$ cat src/rtl/octave_jump_note_transposer_defines.svh
// ----------------------------------------------------------------------------
// Octave jump note transposer: assertion macros
// Shared concurrent assertion forms clocked on aclk and disabled in reset.
// ----------------------------------------------------------------------------
`ifndef OCTAVE_JUMP_NOTE_TRANSPOSER_DEFINES_SVH
`define OCTAVE_JUMP_NOTE_TRANSPOSER_DEFINES_SVH

// The consequent must hold in the same cycle as the antecedent.
`define OJNT_ASSERT_SAME(name, ante, cons) \
    name: assert property (@(posedge aclk) disable iff (!aresetn) (ante) |-> (cons)) \
        else $error("octave_jump_note_transposer: same-cycle check failed");

// The consequent must hold in the cycle after the antecedent.
`define OJNT_ASSERT_NEXT(name, ante, cons) \
    name: assert property (@(posedge aclk) disable iff (!aresetn) (ante) |=> (cons)) \
        else $error("octave_jump_note_transposer: next-cycle check failed");

`endif

$ cat src/rtl/ojnt_pkg.sv
// ----------------------------------------------------------------------------
// Octave jump note transposer package
// Shared types, message codes and reset constants.
// ----------------------------------------------------------------------------
package ojnt_pkg;

    localparam int NOTE_COUNT = 128;
    localparam int DEFAULT_MAX_SHIFT = 120;
    localparam int DEFAULT_FIFO_DEPTH = 4;

    localparam logic [1:0] KIND_NOTE_OFF = 2'd0;
    localparam logic [1:0] KIND_NOTE_ON  = 2'd1;
    localparam logic [1:0] KIND_WHEEL    = 2'd2;
    localparam logic [1:0] KIND_OTHER    = 2'd3;

    localparam logic [1:0] CFG_HIGH_THRESHOLD = 2'd0;
    localparam logic [1:0] CFG_LOW_THRESHOLD  = 2'd1;
    localparam logic [1:0] CFG_STEP           = 2'd2;

    localparam logic [13:0] RESET_HIGH_THRESHOLD = 14'h3500;
    localparam logic [13:0] RESET_LOW_THRESHOLD  = 14'h0500;
    localparam logic [4:0]  RESET_STEP           = 5'd12;

    typedef enum logic [1:0] {
        OP_NOTE_OFF = 2'd0,
        OP_NOTE_ON  = 2'd1,
        OP_FORWARD  = 2'd2
    } op_t;

    typedef enum logic [1:0] {
        ZONE_MIDDLE = 2'd0,
        ZONE_HIGH   = 2'd1,
        ZONE_LOW    = 2'd2
    } zone_t;

    typedef struct packed {
        op_t               op;
        logic [3:0]        channel;
        logic [6:0]        note;
        logic [6:0]        velocity;
        logic signed [7:0] shift;
    } cmd_t;

endpackage

$ cat src/rtl/octave_jump_note_transposer.sv
// ----------------------------------------------------------------------------
// Octave jump note transposer
// Path: an accepted note or forward message is written into the command queue,
// then into the back end's stage-one register and then into its output register.
// Throughput: one message per cycle while the command queue is not full.
// Reset: synchronous active-low aresetn clears the running shift, the wheel
// zone, the queue and all note-table valid bits at once; no clearing pass.
// ----------------------------------------------------------------------------
module octave_jump_note_transposer import ojnt_pkg::*; #(
    parameter int MAX_SHIFT  = DEFAULT_MAX_SHIFT,
    parameter int FIFO_DEPTH = DEFAULT_FIFO_DEPTH
) (
    input  logic        aclk,
    input  logic        aresetn,
    input  logic        cfg_we,
    input  logic [1:0]  cfg_addr,
    input  logic [13:0] cfg_wdata,
    input  logic        s_valid,
    output logic        s_ready,
    input  logic [1:0]  s_kind,
    input  logic [3:0]  s_channel,
    input  logic [6:0]  s_note,
    input  logic [6:0]  s_velocity,
    input  logic [13:0] s_wheel_value,
    output logic        m_valid,
    input  logic        m_ready,
    output logic [1:0]  m_out_kind,
    output logic [3:0]  m_out_channel,
    output logic [6:0]  m_out_note,
    output logic [6:0]  m_out_velocity
);

    logic q_full;
    logic q_push;
    cmd_t q_cmd;
    logic q_valid;
    cmd_t q_head;
    logic q_pop;

    ojnt_front #(
        .MAX_SHIFT(MAX_SHIFT)
    ) u_front (
        .aclk         (aclk),
        .aresetn      (aresetn),
        .cfg_we       (cfg_we),
        .cfg_addr     (cfg_addr),
        .cfg_wdata    (cfg_wdata),
        .s_valid      (s_valid),
        .s_ready      (s_ready),
        .s_kind       (s_kind),
        .s_channel    (s_channel),
        .s_note       (s_note),
        .s_velocity   (s_velocity),
        .s_wheel_value(s_wheel_value),
        .q_full       (q_full),
        .q_push       (q_push),
        .q_cmd        (q_cmd)
    );

    ojnt_fifo #(
        .DEPTH(FIFO_DEPTH)
    ) u_fifo (
        .aclk     (aclk),
        .aresetn  (aresetn),
        .push     (q_push),
        .push_cmd (q_cmd),
        .full     (q_full),
        .pop_valid(q_valid),
        .pop_cmd  (q_head),
        .pop      (q_pop)
    );

    ojnt_back u_back (
        .aclk          (aclk),
        .aresetn       (aresetn),
        .cmd_valid     (q_valid),
        .cmd           (q_head),
        .cmd_ready     (q_pop),
        .m_valid       (m_valid),
        .m_ready       (m_ready),
        .m_out_kind    (m_out_kind),
        .m_out_channel (m_out_channel),
        .m_out_note    (m_out_note),
        .m_out_velocity(m_out_velocity)
    );

endmodule

$ cat src/rtl/ojnt_front.sv
// ----------------------------------------------------------------------------
// Octave jump note transposer: front end
// Accepts messages, tracks the wheel zone and running shift, and queues
// note and forward commands for the back end.
// ----------------------------------------------------------------------------
`include "octave_jump_note_transposer_defines.svh"

module ojnt_front import ojnt_pkg::*; #(
    parameter int MAX_SHIFT = DEFAULT_MAX_SHIFT
) (
    input  logic        aclk,
    input  logic        aresetn,
    input  logic        cfg_we,
    input  logic [1:0]  cfg_addr,
    input  logic [13:0] cfg_wdata,
    input  logic        s_valid,
    output logic        s_ready,
    input  logic [1:0]  s_kind,
    input  logic [3:0]  s_channel,
    input  logic [6:0]  s_note,
    input  logic [6:0]  s_velocity,
    input  logic [13:0] s_wheel_value,
    input  logic        q_full,
    output logic        q_push,
    output cmd_t        q_cmd
);

    localparam logic signed [8:0] MAX_S = 9'(MAX_SHIFT);

    logic [13:0]       high_thr_reg;
    logic [13:0]       low_thr_reg;
    logic [4:0]        step_reg;
    zone_t             zone_reg;
    zone_t             zone_next;
    logic signed [7:0] shift_reg;
    logic signed [7:0] shift_next;
    logic signed [8:0] up_sum;
    logic signed [8:0] down_sum;
    logic              accept;
    logic signed [8:0] shift_ext;
    logic              wheel_accept;

    always_ff @(posedge aclk) begin
        if (!aresetn) begin
            high_thr_reg <= RESET_HIGH_THRESHOLD;
            low_thr_reg  <= RESET_LOW_THRESHOLD;
            step_reg     <= RESET_STEP;
        end else if (cfg_we) begin
            unique case (cfg_addr)
                CFG_HIGH_THRESHOLD: high_thr_reg <= cfg_wdata;
                CFG_LOW_THRESHOLD:  low_thr_reg  <= cfg_wdata;
                CFG_STEP:           step_reg     <= cfg_wdata[4:0];
                default: ;
            endcase
        end
    end

    always_ff @(posedge aclk) begin
        if (!aresetn) begin
            zone_reg  <= ZONE_MIDDLE;
            shift_reg <= '0;
        end else begin
            zone_reg  <= zone_next;
            shift_reg <= shift_next;
        end
    end

    assign s_ready  = !q_full;
    assign accept   = s_valid && s_ready;
    assign up_sum   = {shift_reg[7], shift_reg} + $signed({4'b0000, step_reg});
    assign down_sum = {shift_reg[7], shift_reg} - $signed({4'b0000, step_reg});

    assign shift_ext    = {shift_reg[7], shift_reg};
    assign wheel_accept = accept && (s_kind == KIND_WHEEL);

    always_comb begin
        zone_next  = zone_reg;
        shift_next = shift_reg;
        q_push     = 1'b0;
        q_cmd      = '0;
        if (accept) begin
            unique case (s_kind)
                KIND_NOTE_OFF: begin
                    q_push         = 1'b1;
                    q_cmd.op       = OP_NOTE_OFF;
                    q_cmd.channel  = s_channel;
                    q_cmd.note     = s_note;
                    q_cmd.velocity = s_velocity;
                end
                KIND_NOTE_ON: begin
                    q_push         = 1'b1;
                    q_cmd.op       = OP_NOTE_ON;
                    q_cmd.channel  = s_channel;
                    q_cmd.note     = s_note;
                    q_cmd.velocity = s_velocity;
                    q_cmd.shift    = shift_reg;
                end
                KIND_WHEEL: begin
                    if (s_wheel_value > high_thr_reg) begin
                        zone_next = ZONE_HIGH;
                        if (zone_reg != ZONE_HIGH) begin
                            shift_next = (up_sum > MAX_S) ? MAX_S[7:0] : up_sum[7:0];
                        end
                    end else if (s_wheel_value < low_thr_reg) begin
                        zone_next = ZONE_LOW;
                        if (zone_reg != ZONE_LOW) begin
                            shift_next = (down_sum < -MAX_S) ? 8'(-MAX_S) : down_sum[7:0];
                        end
                    end else begin
                        zone_next = ZONE_MIDDLE;
                    end
                end
                KIND_OTHER: begin
                    q_push   = 1'b1;
                    q_cmd.op = OP_FORWARD;
                end
                default: ;
            endcase
        end
    end

    `OJNT_ASSERT_SAME(a_shift_bounded, 1'b1, (shift_ext <= MAX_S) && (shift_ext >= -MAX_S))
    `OJNT_ASSERT_NEXT(a_zone_only_on_wheel, !wheel_accept, $stable(zone_reg) && $stable(shift_reg))

endmodule

$ cat src/rtl/ojnt_fifo.sv
// ----------------------------------------------------------------------------
// Octave jump note transposer: command queue
// Short first-word-fall-through queue between the front and back ends.
// ----------------------------------------------------------------------------
`include "octave_jump_note_transposer_defines.svh"

module ojnt_fifo import ojnt_pkg::*; #(
    parameter int DEPTH = DEFAULT_FIFO_DEPTH
) (
    input  logic aclk,
    input  logic aresetn,
    input  logic push,
    input  cmd_t push_cmd,
    output logic full,
    output logic pop_valid,
    output cmd_t pop_cmd,
    input  logic pop
);

    localparam int PTR_W = $clog2(DEPTH);
    localparam int CNT_W = $clog2(DEPTH + 1);
    localparam logic [PTR_W-1:0] LAST = PTR_W'(DEPTH - 1);

    cmd_t             slot_reg [DEPTH];
    logic [PTR_W-1:0] wr_ptr_reg;
    logic [PTR_W-1:0] rd_ptr_reg;
    logic [CNT_W-1:0] count_reg;
    logic             do_push;
    logic             do_pop;
    logic             grow;

    assign full      = (count_reg == CNT_W'(DEPTH));
    assign pop_valid = (count_reg != '0);
    assign pop_cmd   = slot_reg[rd_ptr_reg];
    assign do_push   = push && !full;
    assign do_pop    = pop && pop_valid;
    assign grow      = do_push && !do_pop;

    always_ff @(posedge aclk) begin
        if (do_push) begin
            slot_reg[wr_ptr_reg] <= push_cmd;
        end
    end

    always_ff @(posedge aclk) begin
        if (!aresetn) begin
            wr_ptr_reg <= '0;
            rd_ptr_reg <= '0;
            count_reg  <= '0;
        end else begin
            if (do_push) begin
                wr_ptr_reg <= (wr_ptr_reg == LAST) ? '0 : wr_ptr_reg + PTR_W'(1);
            end
            if (do_pop) begin
                rd_ptr_reg <= (rd_ptr_reg == LAST) ? '0 : rd_ptr_reg + PTR_W'(1);
            end
            if (grow) begin
                count_reg <= count_reg + CNT_W'(1);
            end else if (do_pop && !do_push) begin
                count_reg <= count_reg - CNT_W'(1);
            end
        end
    end

    `OJNT_ASSERT_NEXT(a_count_tracks_push, grow, count_reg == $past(count_reg) + CNT_W'(1))

endmodule

$ cat src/rtl/ojnt_back.sv
// ----------------------------------------------------------------------------
// Octave jump note transposer: back end
// Reads or records the per-note shift, applies it, drops notes out of range
// and holds each result in an output register until its transaction.
// ----------------------------------------------------------------------------
`include "octave_jump_note_transposer_defines.svh"

module ojnt_back import ojnt_pkg::*; (
    input  logic       aclk,
    input  logic       aresetn,
    input  logic       cmd_valid,
    input  cmd_t       cmd,
    output logic       cmd_ready,
    output logic       m_valid,
    input  logic       m_ready,
    output logic [1:0] m_out_kind,
    output logic [3:0] m_out_channel,
    output logic [6:0] m_out_note,
    output logic [6:0] m_out_velocity
);

    logic signed [7:0]    table_mem [NOTE_COUNT];
    logic [NOTE_COUNT-1:0] tab_valid_reg;

    logic              s1_valid_reg;
    cmd_t              s1_cmd_reg;
    logic signed [7:0] s1_tab_reg;
    logic              s1_hit_reg;

    logic              out_valid_reg;
    logic [1:0]        out_kind_reg;
    logic [3:0]        out_channel_reg;
    logic [6:0]        out_note_reg;
    logic [6:0]        out_velocity_reg;

    logic              fire;
    logic signed [7:0] eff_shift;
    logic signed [8:0] shifted;
    logic              has_result;
    logic              out_free;
    logic              out_load;
    logic              s1_leave;
    logic              note_on_fire;
    logic              fwd_out;
    logic              fwd_zero;

    assign out_free  = !out_valid_reg || m_ready;
    assign eff_shift = (s1_cmd_reg.op == OP_NOTE_ON) ? s1_cmd_reg.shift :
                       (s1_hit_reg ? s1_tab_reg : 8'sd0);
    assign shifted   = $signed({2'b00, s1_cmd_reg.note}) + {eff_shift[7], eff_shift};
    assign has_result = (s1_cmd_reg.op == OP_FORWARD) || (shifted[8:7] == 2'b00);
    assign out_load  = s1_valid_reg && has_result && out_free;
    assign s1_leave  = s1_valid_reg && (!has_result || out_free);
    assign cmd_ready = !s1_valid_reg || s1_leave;
    assign fire      = cmd_valid && cmd_ready;
    assign note_on_fire = fire && (cmd.op == OP_NOTE_ON);

    always_ff @(posedge aclk) begin
        if (note_on_fire) begin
            table_mem[cmd.note] <= cmd.shift;
        end
        if (fire) begin
            s1_tab_reg <= table_mem[cmd.note];
            s1_hit_reg <= tab_valid_reg[cmd.note];
            s1_cmd_reg <= cmd;
        end
    end

    always_ff @(posedge aclk) begin
        if (!aresetn) begin
            tab_valid_reg <= '0;
            s1_valid_reg  <= 1'b0;
        end else begin
            if (note_on_fire) begin
                tab_valid_reg[cmd.note] <= 1'b1;
            end
            if (fire) begin
                s1_valid_reg <= 1'b1;
            end else if (s1_leave) begin
                s1_valid_reg <= 1'b0;
            end
        end
    end

    always_ff @(posedge aclk) begin
        if (!aresetn) begin
            out_valid_reg <= 1'b0;
        end else if (out_load) begin
            out_valid_reg <= 1'b1;
        end else if (m_ready) begin
            out_valid_reg <= 1'b0;
        end
    end

    always_ff @(posedge aclk) begin
        if (out_load) begin
            out_kind_reg <= s1_cmd_reg.op;
            if (s1_cmd_reg.op == OP_FORWARD) begin
                out_channel_reg  <= '0;
                out_note_reg     <= '0;
                out_velocity_reg <= '0;
            end else begin
                out_channel_reg  <= s1_cmd_reg.channel;
                out_note_reg     <= shifted[6:0];
                out_velocity_reg <= s1_cmd_reg.velocity;
            end
        end
    end

    assign m_valid        = out_valid_reg;
    assign m_out_kind     = out_kind_reg;
    assign m_out_channel  = out_channel_reg;
    assign m_out_note     = out_note_reg;
    assign m_out_velocity = out_velocity_reg;

    assign fwd_out  = out_valid_reg && (out_kind_reg == OP_FORWARD);
    assign fwd_zero = (out_channel_reg == '0) && (out_note_reg == '0) &&
                      (out_velocity_reg == '0);

    `OJNT_ASSERT_SAME(a_forward_fields_zero, fwd_out, fwd_zero)
    `OJNT_ASSERT_NEXT(a_note_on_recorded, note_on_fire, tab_valid_reg[$past(cmd.note)])

endmodule
$ cat config.mk
export PLATFORM = sky130hd
export DESIGN_NAME = octave_jump_note_transposer
export DESIGN_NICKNAME = d
export VERILOG_FILES = /design/src/rtl/ojnt_pkg.sv /design/src/rtl/octave_jump_note_transposer.sv /design/src/rtl/ojnt_front.sv /design/src/rtl/ojnt_fifo.sv /design/src/rtl/ojnt_back.sv
export VERILOG_INCLUDE_DIRS = /design/src /design/src/rtl
export SDC_FILE = /design/constraint.sdc
export NUM_CORES = 1
export LEC_CHECK = 0
export BUFFER_PORTS_ARGS = -buffer_cell sky130_fd_sc_hd__buf_2
export CAP_MARGIN = 20
export CORE_ASPECT_RATIO = 1.5
export CORE_MARGIN = 5
export CORE_UTILIZATION = 52
export DETAILED_ROUTE_END_ITERATION = 8
export PLACE_DENSITY = 0.7
export SLEW_MARGIN = 10
export SYNTH_ARGS = -nofsm -noshare
export SYNTH_HDL_FRONTEND = slang
export SYNTH_SLANG_ARGS = --single-unit
$ cat constraint.sdc
create_clock -name aclk -period 4 [get_ports aclk]
set_input_delay 0.8 -clock aclk [delete_from_list [all_inputs] [get_ports aclk]]
set_output_delay 0.8 -clock aclk [all_outputs]
set_load 0.02 [all_outputs]
Yosys cells after proc, flatten, opt, wreduce, memory -nomap -nowiden. Memories as Yosys holds them, arrays and structs flattened. A register that Yosys moved wholly into a read port is not among the register bits. Cells that the tools add are included.

Bits in latches: 0. Output and inout port bits: 22. RAM bits: 1136. ROM bits: 0. Logic and storage cells: 121. Register bits: 229. Memories kept: 2.

Memory list: u_back.table_mem (words 128, width 8, read ports 1, clocked after Yosys merged registers in 1, wr ports 1, line ojnt_back.sv:22) `logic signed [7:0] table_mem [NOTE_COUNT];`; u_fifo.slot_reg (words 4, width 28, read ports 1, clocked after Yosys merged registers in 1, wr ports 1, line ojnt_fifo.sv:24) `cmd_t slot_reg [DEPTH];`.

Shift operators: 0. Div/mod/pow operators: 0. $lt $le $gt $ge: 6. Muxes and demuxes: 34. Bitwise gates (word level): 1. Equality and inequality tests: 14. $mul: 0. Reduce and logical (&&, ||, !) cells: 36. $add $sub $neg: 7.

Operators by type and width (number): OR 128 bit (1); two-way mux 8 bit (9); two-way mux 28 bit (1); two-way mux 18 bit (1); greater-than comparator 14 bit (1); < comparator 14 bit (1); equality test 2 bit, second input constant (6); two-way mux 1 bit (12); two-way mux 2 bit (6); logical AND 1 bit (10); nonzero test 2 bit (5); adder 8 x 6 -> 9 bit (1); adder 8 x 8 -> 9 bit (1); greater-than comparator 9 x 8 -> 1 bit, second input constant (1); < comparator 9 x 8 -> 1 bit, second input constant (1); subtractor 8 x 6 -> 9 bit (1); equality test 2 x 1 -> 1 bit, second input constant (4); < comparator 7 x 8 -> 1 bit, second input constant (1); AND reduction 2 bit (4); binary-select mux 1 bit (select 7 bit) (1); demux 1 bit (select 7 bit) (1); >= comparator 7 x 1 -> 1 bit, second input constant (1); logical NOT 1 bit (6); logical NOT 2 bit (3); other kinds (13) (19).

Logic depth before layout (Yosys ltp).
Depth after elaboration: 13. Mapped depth: 21. Gate-level depth less buffers: 19.

Hierarchy. A second synthesis with hierarchy kept.

Cell total of the unflattened synthesis: 3648. Area, all modules: 55630.9 um^2.

Modules (own cells, without submodules): ojnt_back (sequential area each 35063.6 um^2, area an instance 47674.5 um^2, cells each 3002, instances 1); ojnt_fifo (sequential area each 3543.4 um^2, area an instance 4571.9 um^2, cells each 197, instances 1); ojnt_front (sequential area each 860.8 um^2, area an instance 3384.5 um^2, cells each 449, instances 1).

Worst setup path after synthesis. No wires, ideal clock.

Kind: register -> register. Start: register u_back.s1_cmd_reg[27] in the netlist's numbering. End: register u_fifo.count_reg[2]. Arrival: 4.031 ns. Setup time: 0.070 ns. Path slack: -0.101 ns. Cell stages (with the launch flop): 22. Path through: edfxtp_1 -> nor2b_1 -> clkbuf_1 -> nand2_1 -> o21ai_0 -> ha_1 -> inv_1 -> fa_1 -> nor2b_1 -> o21ai_0 -> nand2b_1 -> a21oi_1 -> o31ai_1 -> a21oi_1 -> clkbuf_1 -> nand2_1 -> ha_1 -> inv_1 -> fa_1 -> xor2_1 -> or3_1 -> a21oi_1.

Longest elaborated chain between the ends: 13.

RTL lines: start, declared (line ojnt_back.sv:26) `cmd_t s1_cmd_reg;`; start signal, assigned (line ojnt_back.sv:65) `s1_cmd_reg <= cmd;`; equality test 2 x 1 -> 1 bit (line ojnt_back.sv:48) `assign eff_shift = (s1_cmd_reg.op == OP_NOTE_ON) ? s1_cmd_reg.shift :`; two-way mux 8 bit (line ojnt_back.sv:48); adder 8 x 8 -> 9 bit (line ojnt_back.sv:50) `assign shifted = $signed({2'b00, s1_cmd_reg.note}) + {eff_shift[7], eff_shift};`; logical NOT 2 bit (line ojnt_back.sv:51) `assign has_result = (s1_cmd_reg.op == OP_FORWARD) || (shifted[8:7] == 2'b00);`; logical OR 1 bit (*) (line ojnt_back.sv:51); logical NOT 1 bit (*) (line ojnt_back.sv:53) `assign s1_leave = s1_valid_reg && (!has_result || out_free);`; logical OR 1 bit (*) (line ojnt_back.sv:53); logical AND 1 bit (*) (line ojnt_back.sv:53); logical OR 1 bit (*) (line ojnt_back.sv:54) `assign cmd_ready = !s1_valid_reg || s1_leave;`; logical AND 1 bit (*) (line ojnt_fifo.sv:36) `assign do_pop = pop && pop_valid;`; logical NOT 1 bit (line ojnt_fifo.sv:37) `assign grow = do_push && !do_pop;`; logical AND 1 bit (line ojnt_fifo.sv:37); two-way mux 3 bit or nonzero test 2 bit (tied branches); end signal, assigned (line ojnt_fifo.sv:58) `count_reg <= count_reg + CNT_W'(1);`; end signal, assigned (line ojnt_fifo.sv:60) `count_reg <= count_reg - CNT_W'(1);`; end, declared (line ojnt_fifo.sv:27) `logic [CNT_W-1:0] count_reg;`.

Every way passes the cells marked *; elsewhere a longest branch is shown, timed or not. A chain may end at the register's enable or synchronous reset.

Final worst setup path.
Start: register u_back.s1_hit_reg. End: register u_fifo.count_reg[2].

Longest elaborated chain between the ends: 13.

RTL lines: start, declared (line ojnt_back.sv:28) `logic s1_hit_reg;`; start signal, assigned (line ojnt_back.sv:64) `s1_hit_reg <= tab_valid_reg[cmd.note];`; two-way mux 8 bit (*) (line ojnt_back.sv:49) `(s1_hit_reg ? s1_tab_reg : 8'sd0);`; two-way mux 8 bit (*) (line ojnt_back.sv:48); adder 8 x 8 -> 9 bit (*) (line ojnt_back.sv:50); logical NOT 2 bit (*) (line ojnt_back.sv:51); logical OR 1 bit (*) (line ojnt_back.sv:51); logical NOT 1 bit (*) (line ojnt_back.sv:53); logical OR 1 bit (*) (line ojnt_back.sv:53); logical AND 1 bit (*) (line ojnt_back.sv:53); logical OR 1 bit (*) (line ojnt_back.sv:54); logical AND 1 bit (*) (line ojnt_fifo.sv:36); logical NOT 1 bit (line ojnt_fifo.sv:37); logical AND 1 bit (line ojnt_fifo.sv:37); two-way mux 3 bit or nonzero test 2 bit (tied branches).

Marks and branches as above.

==> impl_metrics.ini <==
[outcome]
status = finished clean

[worst_setup_path]
cp-end-kind = flop
crit_path_top_delay_cell = fa_1
crit_path_max_incr_delay_ns = 0.38
path_cells = buf_4 -> buf_4 -> nand2_4 -> nor2_1 -> a21o_1 -> ha_1 -> a21o_1 -> a21oi_2 -> o21a_1 -> o21ai_0 -> a31oi_1 -> a21oi_2 -> buf_4 -> nand2_1 -> ha_2 -> inv_1 -> fa_1 -> xor2_1 -> or3_1 -> a21oi_2
rr_startpoint = u_back.s1_hit_reg
cp_data_required_time_ns = 4.66
critical_path.max_fanout = 7
rrSetupSlack_ns = 0.10
cp.arrival_ns = 4.56
worstSetupPathType = flop to flop
startpoint_type = flop
rr_worst_depth = 20
timing.rr.end = u_fifo.count_reg[2]

[global_routing]
antenna_found_initial = 1
grt_pass1_wl_um = 227000
grt-ovfl-total = 0
grt_max_degree = 146
track_usage = 0.281
grt_pass1_vias = 34000

[die]
start_util = 0.524
core_sq_um = 101000
die_w_um = 271
std_cell_rows = 143
die_h_um = 402
die_area_sq_um = 109000
io_pins = 77

[synthesis]
synth_seq_cells = 1375
synthCells = 3539
dominantRegCellSynth = edfxtp_1
synth_area_leaders = edfxtp_1, dfxtp_1, a22oi_1
ys_seq_area_frac = 0.742
async_flop_share = 0
yosysMostFrequentCell = edfxtp_1
yosys.area.top_type = edfxtp_1
syn_avg_cell_area_sq_um = 15.0
ys_top_cells_by_count = edfxtp_1, nand2_1, a22oi_1, nor2_1, dfxtp_1
synth_warnings = 0
synth_top_area_frac = 0.674
yosysUniqueCellTypes = 74
syn_area_sq_um = 53200
syn_nets = 3648
synth_edf_count = 1193

[timing]
setup_ws_ns = 0.100
tightest_slew_ns = 1.24
slew_headroom = 0.173
period_share = 0.975
hold_viol_final = 0
finalSetupViolations = 0
fin_worst_hold_slack_ns = 0.300
clock.fmax_mhz = 256
slew_violations = 0
fin_crit_ns = 3.90
clock_skew_ns = 0.0361

[power]
ir_drop_uv = 649
p_per_area_nw_per_um2 = 725
power.total_mw = 44.5
leakagePower_nw = 20.3

[min_path]
min_path_type = input pin to flop
worstHoldStart = cfg_wdata[10]
holdPathEnd = u_front.high_thr_reg[10]
hold_path_depth = 3

[routing]
wl_um = 157000
drtIter0Drc = 4847
ant_nets = 0
vias = 34500
detail_route.wl_per_cell_um = 29.9
drt-vias-per-instance = 6.55
met1_length_um = 52900
drc = 0
highest_layer = met5
dr.pass1.iters = 6
met2_length_um = 77500
route.met3.wl_um = 15200

[clock_tree]
htreeDepth = 3
cts_sinks = 1375
cts.clk_slew.worst_paths_ns = 0.06
root_buffer = clkbuf_16
worstSkewPairLatency_ns = 0.76
cts_hold_buf = 0
cts_tree = yes
clock_path_buffers = 3
cts_buffers = 116

[cells_and_area]
nets = 3966
finalNonFillerCells = 5267
syn_to_final_growth_pct = 15.3
largest_register_ffs = 1024
final_area_sq_um = 61300
layout-drive-gt1-share = 0.180

[placement]
dp_slack_ns = -0.259
io_buffers = 76
dp_hpwl_um = 101000
placed_area_sq_um = 57400
place_inst = 5041
place_congestion = 0.942

[job]
cap_viol_max_count = 0
stage by stage:
stage,util,TNS [ns]
final,0.604,0
after global routing,0.604,-0.0369
after CTS,0.603,0
after detailed placement,0.565,-1.83
after global placement,0.565,-3.12
after floorplan,-,0
report_power, final:
group          total [mW]  internal (mW)  switching, mW
Sequential           18.2           17.9          0.240
Clock                11.4           6.16           5.20
Combinational        14.9           4.32           10.6
layer usage:
metal / GRT usage / up-vias
met2: 0.475 / 2195
li1: - / 14600
met3: 0.0582 / 534
met4: 0.170 / 2
met1: 0.331 / 17100
met5: 0 / -
cells in the final DEF (no fill, tap or decap), types with 30 or more instances in the layout:
cell type  Yosys  layout
buf_4          4     344
edfxtp_1    1193    1193
o21ai_0       58      56
ha_1          50      48
a22o_1        83      83
a21oi_1      101      96
inv_1         52      51
and2_1        41      41
nand2_1      341     339
buf_2         62      76
a221oi_1     118     118
dfxtp_1      182     180
mux2i_1       54      54
a31oi_1      101     101
clkbuf_16      0     116
nor2_1       197     186
clkinv_1       2      30
a22oi_1      244     244
o31ai_1      131     130
how the worst max path moves through the flow:
stage                     endpoint                  start  slack, ns
5_1_grt        u_fifo.count_reg[2]  u_back.s1_cmd_reg[27]      -0.04
3_3_place_gp   u_fifo.count_reg[2]      u_back.s1_hit_reg      -0.28
2_1_floorplan  u_fifo.count_reg[2]  u_back.s1_cmd_reg[27]       0.04
6_report       u_fifo.count_reg[2]      u_back.s1_hit_reg       0.10
4_1_cts        u_fifo.count_reg[2]      u_back.s1_hit_reg       0.05
3_5_place_dp   u_fifo.count_reg[2]      u_back.s1_hit_reg      -0.26
cell families (layout without fill, tap and decap cells):
kind of cell	Yosys count	count (layout)	share of synthesized area
flip-flops	1375	1375	0.742
AO/OA/AOI/OAI	960	960	0.133
AND/OR/NAND/NOR	740	740	0.0614
buffers and inverters	306	727	0.0238
multiplexers	94	94	0.0251
adder cells (fa/ha/maj)	54	54	0.0133
XOR/XNOR	10	10	0.00165
other	0	2	0
critical path, delay by kind of cell (launching register included):
kind	cells	cell delay, ns
AOI/OAI and AO/OA	8	1.24
adders and majority gates	3	0.86
and+or+nand+nor	4	0.59
buffers and inverters	4	0.58
DFF	1	0.36
xor gates and xnor gates	1	0.18
cell type report:
class                           instances  area, sq um
Antenna cell                            2         5.00
Clock buffer                          140         3030
Clock inverter                         81          803
Fill cell                            7313        40100
Inverter                               56          214
Multi-Input combinational cell       1858        12600
Sequential cell                      1375        39500
Tap cell                             1305         1630
Timing Repair Buffer                  450         3550
repair_timing:
item	CTS	global route
setup buffers	1	2
pin swaps	0	3
resized for setup	8	22
setup endpoints to repair	94	796
No activity file was read; power rests on OpenSTA's default activity.
